<file path="src/hpcu_pkg.sv">
// Shared types, codes and constants of the hodgepodge cell update engine.
package hpcu_pkg;

  localparam int DEF_GRID_SIDE = 32;

  // Field widths fixed by the cell format
  localparam int CELL_W = 8;
  localparam int SUM_W  = 12;
  localparam int CNT_W  = 4;
  localparam int DIV_W  = 4;

  // Divider: bits retired per cycle and cycles per division
  localparam int DIV_STEPS  = 4;
  localparam int DIV_CYCLES = SUM_W / DIV_STEPS;
  localparam int DCNT_W     = $clog2(DIV_CYCLES);

  // Configuration port
  localparam int PADDR_W = 4;
  localparam int PDATA_W = 32;
  localparam logic [1:0] REG_ILL_LEVEL        = 2'd0;
  localparam logic [1:0] REG_INFECTED_DIVISOR = 2'd1;
  localparam logic [1:0] REG_ILL_DIVISOR      = 2'd2;
  localparam logic [1:0] REG_INFECTION_RATE   = 2'd3;

  // Input item kinds
  localparam logic KIND_LOAD   = 1'b0;
  localparam logic KIND_UPDATE = 1'b1;

  // Neighbourhood taps in read order
  localparam logic [3:0] TAP_CENTRE = 4'd0;
  localparam logic [3:0] TAP_WEST   = 4'd1;
  localparam logic [3:0] TAP_EAST   = 4'd2;
  localparam logic [3:0] TAP_NORTH  = 4'd3;
  localparam logic [3:0] TAP_SOUTH  = 4'd4;
  localparam logic [3:0] TAP_NW     = 4'd5;
  localparam logic [3:0] TAP_NE     = 4'd6;
  localparam logic [3:0] TAP_SW     = 4'd7;
  localparam logic [3:0] TAP_SE     = 4'd8;

  // Divider operand selection
  localparam logic [1:0] DSEL_AVG = 2'd0;
  localparam logic [1:0] DSEL_INF = 2'd1;
  localparam logic [1:0] DSEL_ILL = 2'd2;

  // Centre cell classes
  localparam logic [1:0] CLS_HEALTHY  = 2'd0;
  localparam logic [1:0] CLS_INFECTED = 2'd1;
  localparam logic [1:0] CLS_ILL      = 2'd2;

  typedef struct packed {
    logic [CELL_W-1:0] ill_level;
    logic [DIV_W-1:0]  infected_divisor;
    logic [DIV_W-1:0]  ill_divisor;
    logic [CELL_W-1:0] infection_rate;
  } cfg_t;

  typedef struct packed {
    logic       clear;
    logic       load;
    logic       start;
    logic       rd_issue;
    logic [3:0] tap;
    logic       div_start;
    logic [1:0] div_sel;
    logic       cap_a;
    logic       cap_b;
    logic       commit;
  } cmd_t;

  typedef struct packed {
    logic       clear_last;
    logic [1:0] centre_class;
    logic       div_done;
    logic       out_free;
  } status_t;

endpackage

</file>
<file path="src/hpcu_ctrl.sv">
// Sequencer: clearing pass, item intake, tap reads, divisions, commit.
module hpcu_ctrl import hpcu_pkg::*; (
  input  logic    clk,
  input  logic    rst,
  input  logic    s_tvalid,
  input  logic    kind,
  input  status_t status,
  output logic    s_tready,
  output cmd_t    cmd
);

  localparam logic [2:0] ST_CLEAR  = 3'd0;
  localparam logic [2:0] ST_IDLE   = 3'd1;
  localparam logic [2:0] ST_READ   = 3'd2;
  localparam logic [2:0] ST_TAIL   = 3'd3;
  localparam logic [2:0] ST_DIV    = 3'd4;
  localparam logic [2:0] ST_WAIT_A = 3'd5;
  localparam logic [2:0] ST_WAIT_B = 3'd6;
  localparam logic [2:0] ST_WRITE  = 3'd7;

  logic [2:0] state, state_next;
  logic [3:0] tap, tap_next;

  always_comb begin
    state_next = state;
    tap_next   = tap;
    cmd        = '0;
    cmd.tap    = tap;
    s_tready   = 1'b0;
    unique case (state)
      ST_CLEAR: begin
        cmd.clear = 1'b1;
        if (status.clear_last) state_next = ST_IDLE;
      end
      ST_IDLE: begin
        s_tready = 1'b1;
        if (s_tvalid) begin
          if (kind == KIND_UPDATE) begin
            cmd.start  = 1'b1;
            tap_next   = TAP_CENTRE;
            state_next = ST_READ;
          end else begin
            cmd.load = 1'b1;
          end
        end
      end
      ST_READ: begin
        cmd.rd_issue = 1'b1;
        tap_next     = tap + 1'b1;
        if (tap == TAP_SE) state_next = ST_TAIL;
      end
      ST_TAIL: begin
        state_next = ST_DIV;
      end
      ST_DIV: begin
        unique case (status.centre_class)
          CLS_HEALTHY: begin
            cmd.div_start = 1'b1;
            cmd.div_sel   = DSEL_INF;
            state_next    = ST_WAIT_A;
          end
          CLS_INFECTED: begin
            cmd.div_start = 1'b1;
            cmd.div_sel   = DSEL_AVG;
            state_next    = ST_WAIT_A;
          end
          default: state_next = ST_WRITE;
        endcase
      end
      ST_WAIT_A: begin
        if (status.div_done) begin
          cmd.cap_a = 1'b1;
          if (status.centre_class == CLS_HEALTHY) begin
            cmd.div_start = 1'b1;
            cmd.div_sel   = DSEL_ILL;
            state_next    = ST_WAIT_B;
          end else begin
            state_next = ST_WRITE;
          end
        end
      end
      ST_WAIT_B: begin
        if (status.div_done) begin
          cmd.cap_b  = 1'b1;
          state_next = ST_WRITE;
        end
      end
      ST_WRITE: begin
        if (status.out_free) begin
          cmd.commit = 1'b1;
          state_next = ST_IDLE;
        end
      end
      default: state_next = ST_IDLE;
    endcase
  end

  always_ff @(posedge clk) begin
    if (rst) begin
      state <= ST_CLEAR;
      tap   <= TAP_CENTRE;
    end else begin
      state <= state_next;
      tap   <= tap_next;
    end
  end

endmodule
</file>
<file path="config.mk">
export PLATFORM = sky130hd
export DESIGN_NAME = hpcu_ctrl
export DESIGN_NICKNAME = d
export VERILOG_FILES = /design/src/hpcu_pkg.sv /design/src/hpcu_ctrl.sv
export SDC_FILE = /design/constraint.sdc
export NUM_CORES = 1
export LEC_CHECK = 0
export BUFFER_PORTS_ARGS = -buffer_cell sky130_fd_sc_hd__buf_4
export CORE_AREA = 2 2 39 41
export CTS_BUF_LIST = sky130_fd_sc_hd__clkbuf_8
export CTS_CLUSTER_DIAMETER = 60
export CTS_CLUSTER_SIZE = 20
export DETAILED_ROUTE_END_ITERATION = 12
export DIE_AREA = 0 0 41 43
export PLACE_DENSITY = 0.66
export SLEW_MARGIN = 30
export SYNTH_ARGS = -nofsm -noshare
export SYNTH_HDL_FRONTEND = slang
export SYNTH_SLANG_ARGS = --single-unit
</file>
<file path="constraint.sdc">
create_clock -name clk -period 2.3 [get_ports clk]
set_input_delay 0.345 -clock clk [delete_from_list [all_inputs] [get_ports clk]]
set_output_delay 0.345 -clock clk [all_outputs]
set_load 0.01 [all_outputs]
</file>
### After elaboration in Yosys (flattened, before gate mapping)

Index checks and enable logic that the tools add are counted.

| storage, ports and cells | value |
|---|---|
| register bits | 7 |
| latch bits | 0 |
| memory bits (writable) | 0 |
| bits in read-only memories | 0 |
| output and inout bits | 15 |
| word-level logic and storage cells | 54 |
| memories kept | 0 |

| cells by class | value |
|---|---|
| add/subtract/negate cells | 1 |
| multipliers | 0 |
| divide/modulo/power cells | 0 |
| order comparisons | 0 |
| equal/unequal tests | 16 |
| shift operators | 0 |
| mux-type cells | 29 |
| bitwise logic cells | 0 |
| reduce and logical (&&, ||, !) cells | 6 |

Operators with widths:

| kind | count |
|---|---|
| $mux 3 | 8 |
| $pmux 3 s8 | 1 |
| $ne 2x2->1 const B | 7 |
| $eq 3x3->1 const B | 4 |
| $mux 4 | 3 |
| $pmux 3 s2 | 2 |
| $mux 1 | 11 |
| $pmux 4 s2 | 1 |
| $reduce_and 7->1 | 1 |
| $eq 3x2->1 const B | 2 |
| $mux 2 | 3 |
| $add 4x1->4 const B | 1 |
| $eq 4x4->1 const B | 1 |
| $eq 3x1->1 const B | 1 |
| $logic_not 3->1 | 1 |
| $reduce_and 3->1 | 1 |
| $eq 2x1->1 const B | 1 |
| $logic_not 2->1 | 1 |
| $reduce_bool 2->1 | 1 |
| $reduce_or 2->1 | 1 |

### Logic depth before layout (Yosys ltp)

| logic depth | value |
|---|---|
| depth in word-level cells | 4 |
| depth in mapped cells | 4 |
| mapped depth without buffers | 4 |

### Least setup slack after synthesis

No wires, ideal clock.

| timing | value |
|---|---|
| path type | register to output |
| from | reg state[1] |
| to | out cmd[4] (netlist bit) |
| data arrival time | 1.097 ns |
| required time | 1.955 ns |
| setup slack | 0.858 ns |
| cell stages (with the launch flop) | 4 |
| cell sequence | dfxtp_1 -> clkbuf_1 -> nand2b_1 -> nor4_1 |

RTL lines:

| element | RTL line | source |
|---|---|---|
| from (decl) | hpcu_ctrl.sv:21 | `logic [2:0] state, state_next;` |
| from (signal assigned) | hpcu_ctrl.sv:103 | `state <= state_next;` |
| to (decl) | hpcu_ctrl.sv:9 | `output cmd_t cmd` |

==> impl_metrics.toml <==
[synth]
synth_top_family_by_area = "simple AND/OR/NAND/NOR gates"
syn_area_um2 = 485
avgSynthCellArea_um2 = 7.36
ys_seq_elements = 7
syn_inst = 66
yosys-top-cells-area = "dfxtp_1 (29%), inv_1 (5.4%), a21oi_1 (5.2%), ha_1 (5.2%), nor4_1 (5.2%)"
synth_top_area_share_pct = 28.9
synth_commonest_cells = "dfxtp_1 (7), inv_1 (7), nand2_1 (6)"
synthXorXnorAreaFrac_pct = 0
synth_mux_area_share_pct = 0
synth_top_area_cell = "dfxtp_1"
synthSimpleGateAreaFrac_pct = 35.6
synth_cell_types = 28
synthArstFlopShare_pct = 0
yosys_warnings = 0
synth.net_count = 77
synth_compound_area_share_pct = 20.6
ys_seq_area_share_pct = 28.9
synth_adder_area_share_pct = 5.15
synth_edf_count = 0
ys_dominant_reg_cell = "dfxtp_1"

[clock_network]
postCtsSetupBuffers = 0
cts.path.max_buffers = 2
cts_resized = 0
h-tree-depth = 1
clock-sinks = 7
cts_tree = "done"
holdBufCountCts = 0
cts-root-buf = "clkbuf_8"
cts-buffers-inserted = 3
path_clk_slew_ns = 0.04
clk-insertion-delay-late_ns = 0.22

[sta]
setup-tns-final_ns = 0
max_freq_mhz = 552
finalHoldViolCount = 0
rsz0062_at_grt = "false"
period_minus_slack_ns = 1.81
period_share_pct = 78.7
maxSlewHeadroom_pct = 73.2
finalMaxSlewViolations = 0
finalClockSkew_ns = 0.00281
worstMarginPinSlew_ns = 0.402
setup_viol = 0

[die]
core_mm2 = 0.00138
ios = 24
rows = 14
start_util_pct = 35.1
dieWidth_um = 41
dieHeight_um = 43
die_area_mm2 = 0.00176

[route]
top_layer = "met4"
met2WireLength_um = 495
drt_iter0_drc = 6
wire_per_inst_um = 10.2
antenna_left = 0
wl_met3_um = 76
via_per_inst = 5.16
wl_met1_um = 485
vias = 542
drc_errors = 0
first_pass_iters = 3
postRouteWirelength_um = 1070

[power_and_ir_drop]
power.leakage_nw = 0.315
power.switching_uw = 157
total_power_uw = 488
comb_power_share_pct = 30.9
p_sw_share_pct = 32.2
ir_worst_vdd_uv = 484
internal_power_uw = 331
pwr-share-seq_pct = 36.1
powerDensity_mw_per_mm2 = 691
power_frac_clock_pct = 33.0

[critical_path]
worstPathRequired_ns = 1.96
start_kind = "flip-flop"
crit_type = "flip-flop to output port"
path_max_fanout = 13
crit_path_end_kind = "output port"
arrival_ns = 1.47

[global_routing]
antenna_found_initial = 0
grt_max_degree = 15
overflow = 0
grt_first_pass_wirelength_um = 1770
grtUsageTotal_pct = 14.3
grt_pass1_vias = 447

[layout]
nets = 101
area_growth_pct = 45.4
post-route-util_pct = 51.0
drive_above_1_share_pct = 29.2
antenna_cells = 0

[run_status]
status = "finished, final reports clean"

[place]
io_buffers = 23
gp_congestion = 0.662
hpwl_um = 803

[job]
max_cap_violations = 0

[hold_path]
min_path_type = "input port to flip-flop"
worst max-delay path, cell delays in order (launching register included):
cell and delay, ns:
dfxtp_1 0.52, or3b_1 0.51, clkinv_1 0.10, buf_4 0.12
layout make-up:
type                    instances  area (um2)
repair buffers                 23         173
fillers                       145         678
well taps                      16        20.0
multi-input cells              47         298
flip-flops and latches          7         140
clock buffers                   3        41.3
clock inverters                 1        3.75
inverters                       8        30.0
final timing paths:
kind	cells past startpoint	from	slack, ns	end
min reg2reg	2	tap[3]	0.51	tap[3]
max	3	state[1]	0.49	cmd[10]
min	2	rst	0.35	state[0]
max reg2reg	3	state[1]	0.69	tap[3]
per-stage QoR:
| step | setup WS, ns | instance area, um2 | hold WS (ns) | std cells |
|---|---|---|---|---|
| floorplan | 0.858 | 485 | 0.423 | 66 |
| global placement | 0.722 | 661 | 0.498 | 101 |
| detailed placement | 0.702 | 661 | 0.503 | 101 |
| CTS | 0.488 | 706 | 0.347 | 105 |
| global route | 0.354 | 706 | 0.355 | 105 |
| finish | 0.489 | 706 | 0.347 | 105 |
sequential cells by signal, summed over array words and instances (netlist names):
register	flops
state	3
tap	4
power by group through the flow:
stage	Combinational [mW]	Clock (mW)	Sequential (mW)
after floorplan	0.113	0	0.153
after global placement	0.152	0	0.177
after detailed placement	0.152	0	0.178
after CTS	0.152	0.166	0.176
after global routing	0.173	0.172	0.182
final	0.151	0.161	0.176
cell families (layout without fill, tap and decap cells):
kind of cell	Yosys count	after routing
buffers and inverters	12	35
flip-flops	7	7
adder cells (fa/ha/maj)	2	2
AND/OR/NAND/NOR	30	30
AO/OA/AOI/OAI	15	15
cells in the final DEF (no fill, tap or decap), types with 2 or more instances in the layout:
cell type and n:
buf_4 23, inv_1 8, dfxtp_1 7, nand2_1 6, a21oi_1 5, nor4_1 4
nor2_1 4, or3_1 4, clkbuf_8 3, nand2b_1 2, a211oi_1 2, nor3_1 2
o21ai_0 2, o31ai_1 2, ha_1 2
routing by layer:
| layer | global-route usage, % | vias up |
|---|---|---|
| li1 | - | 284 |
| met1 | 17.2 | 243 |
| met2 | 22.2 | 13 |
| met3 | 3.14 | 2 |
| met4 | 8.00 | 0 |
| met5 | 0 | - |
(Power assumes the default switching activity.)
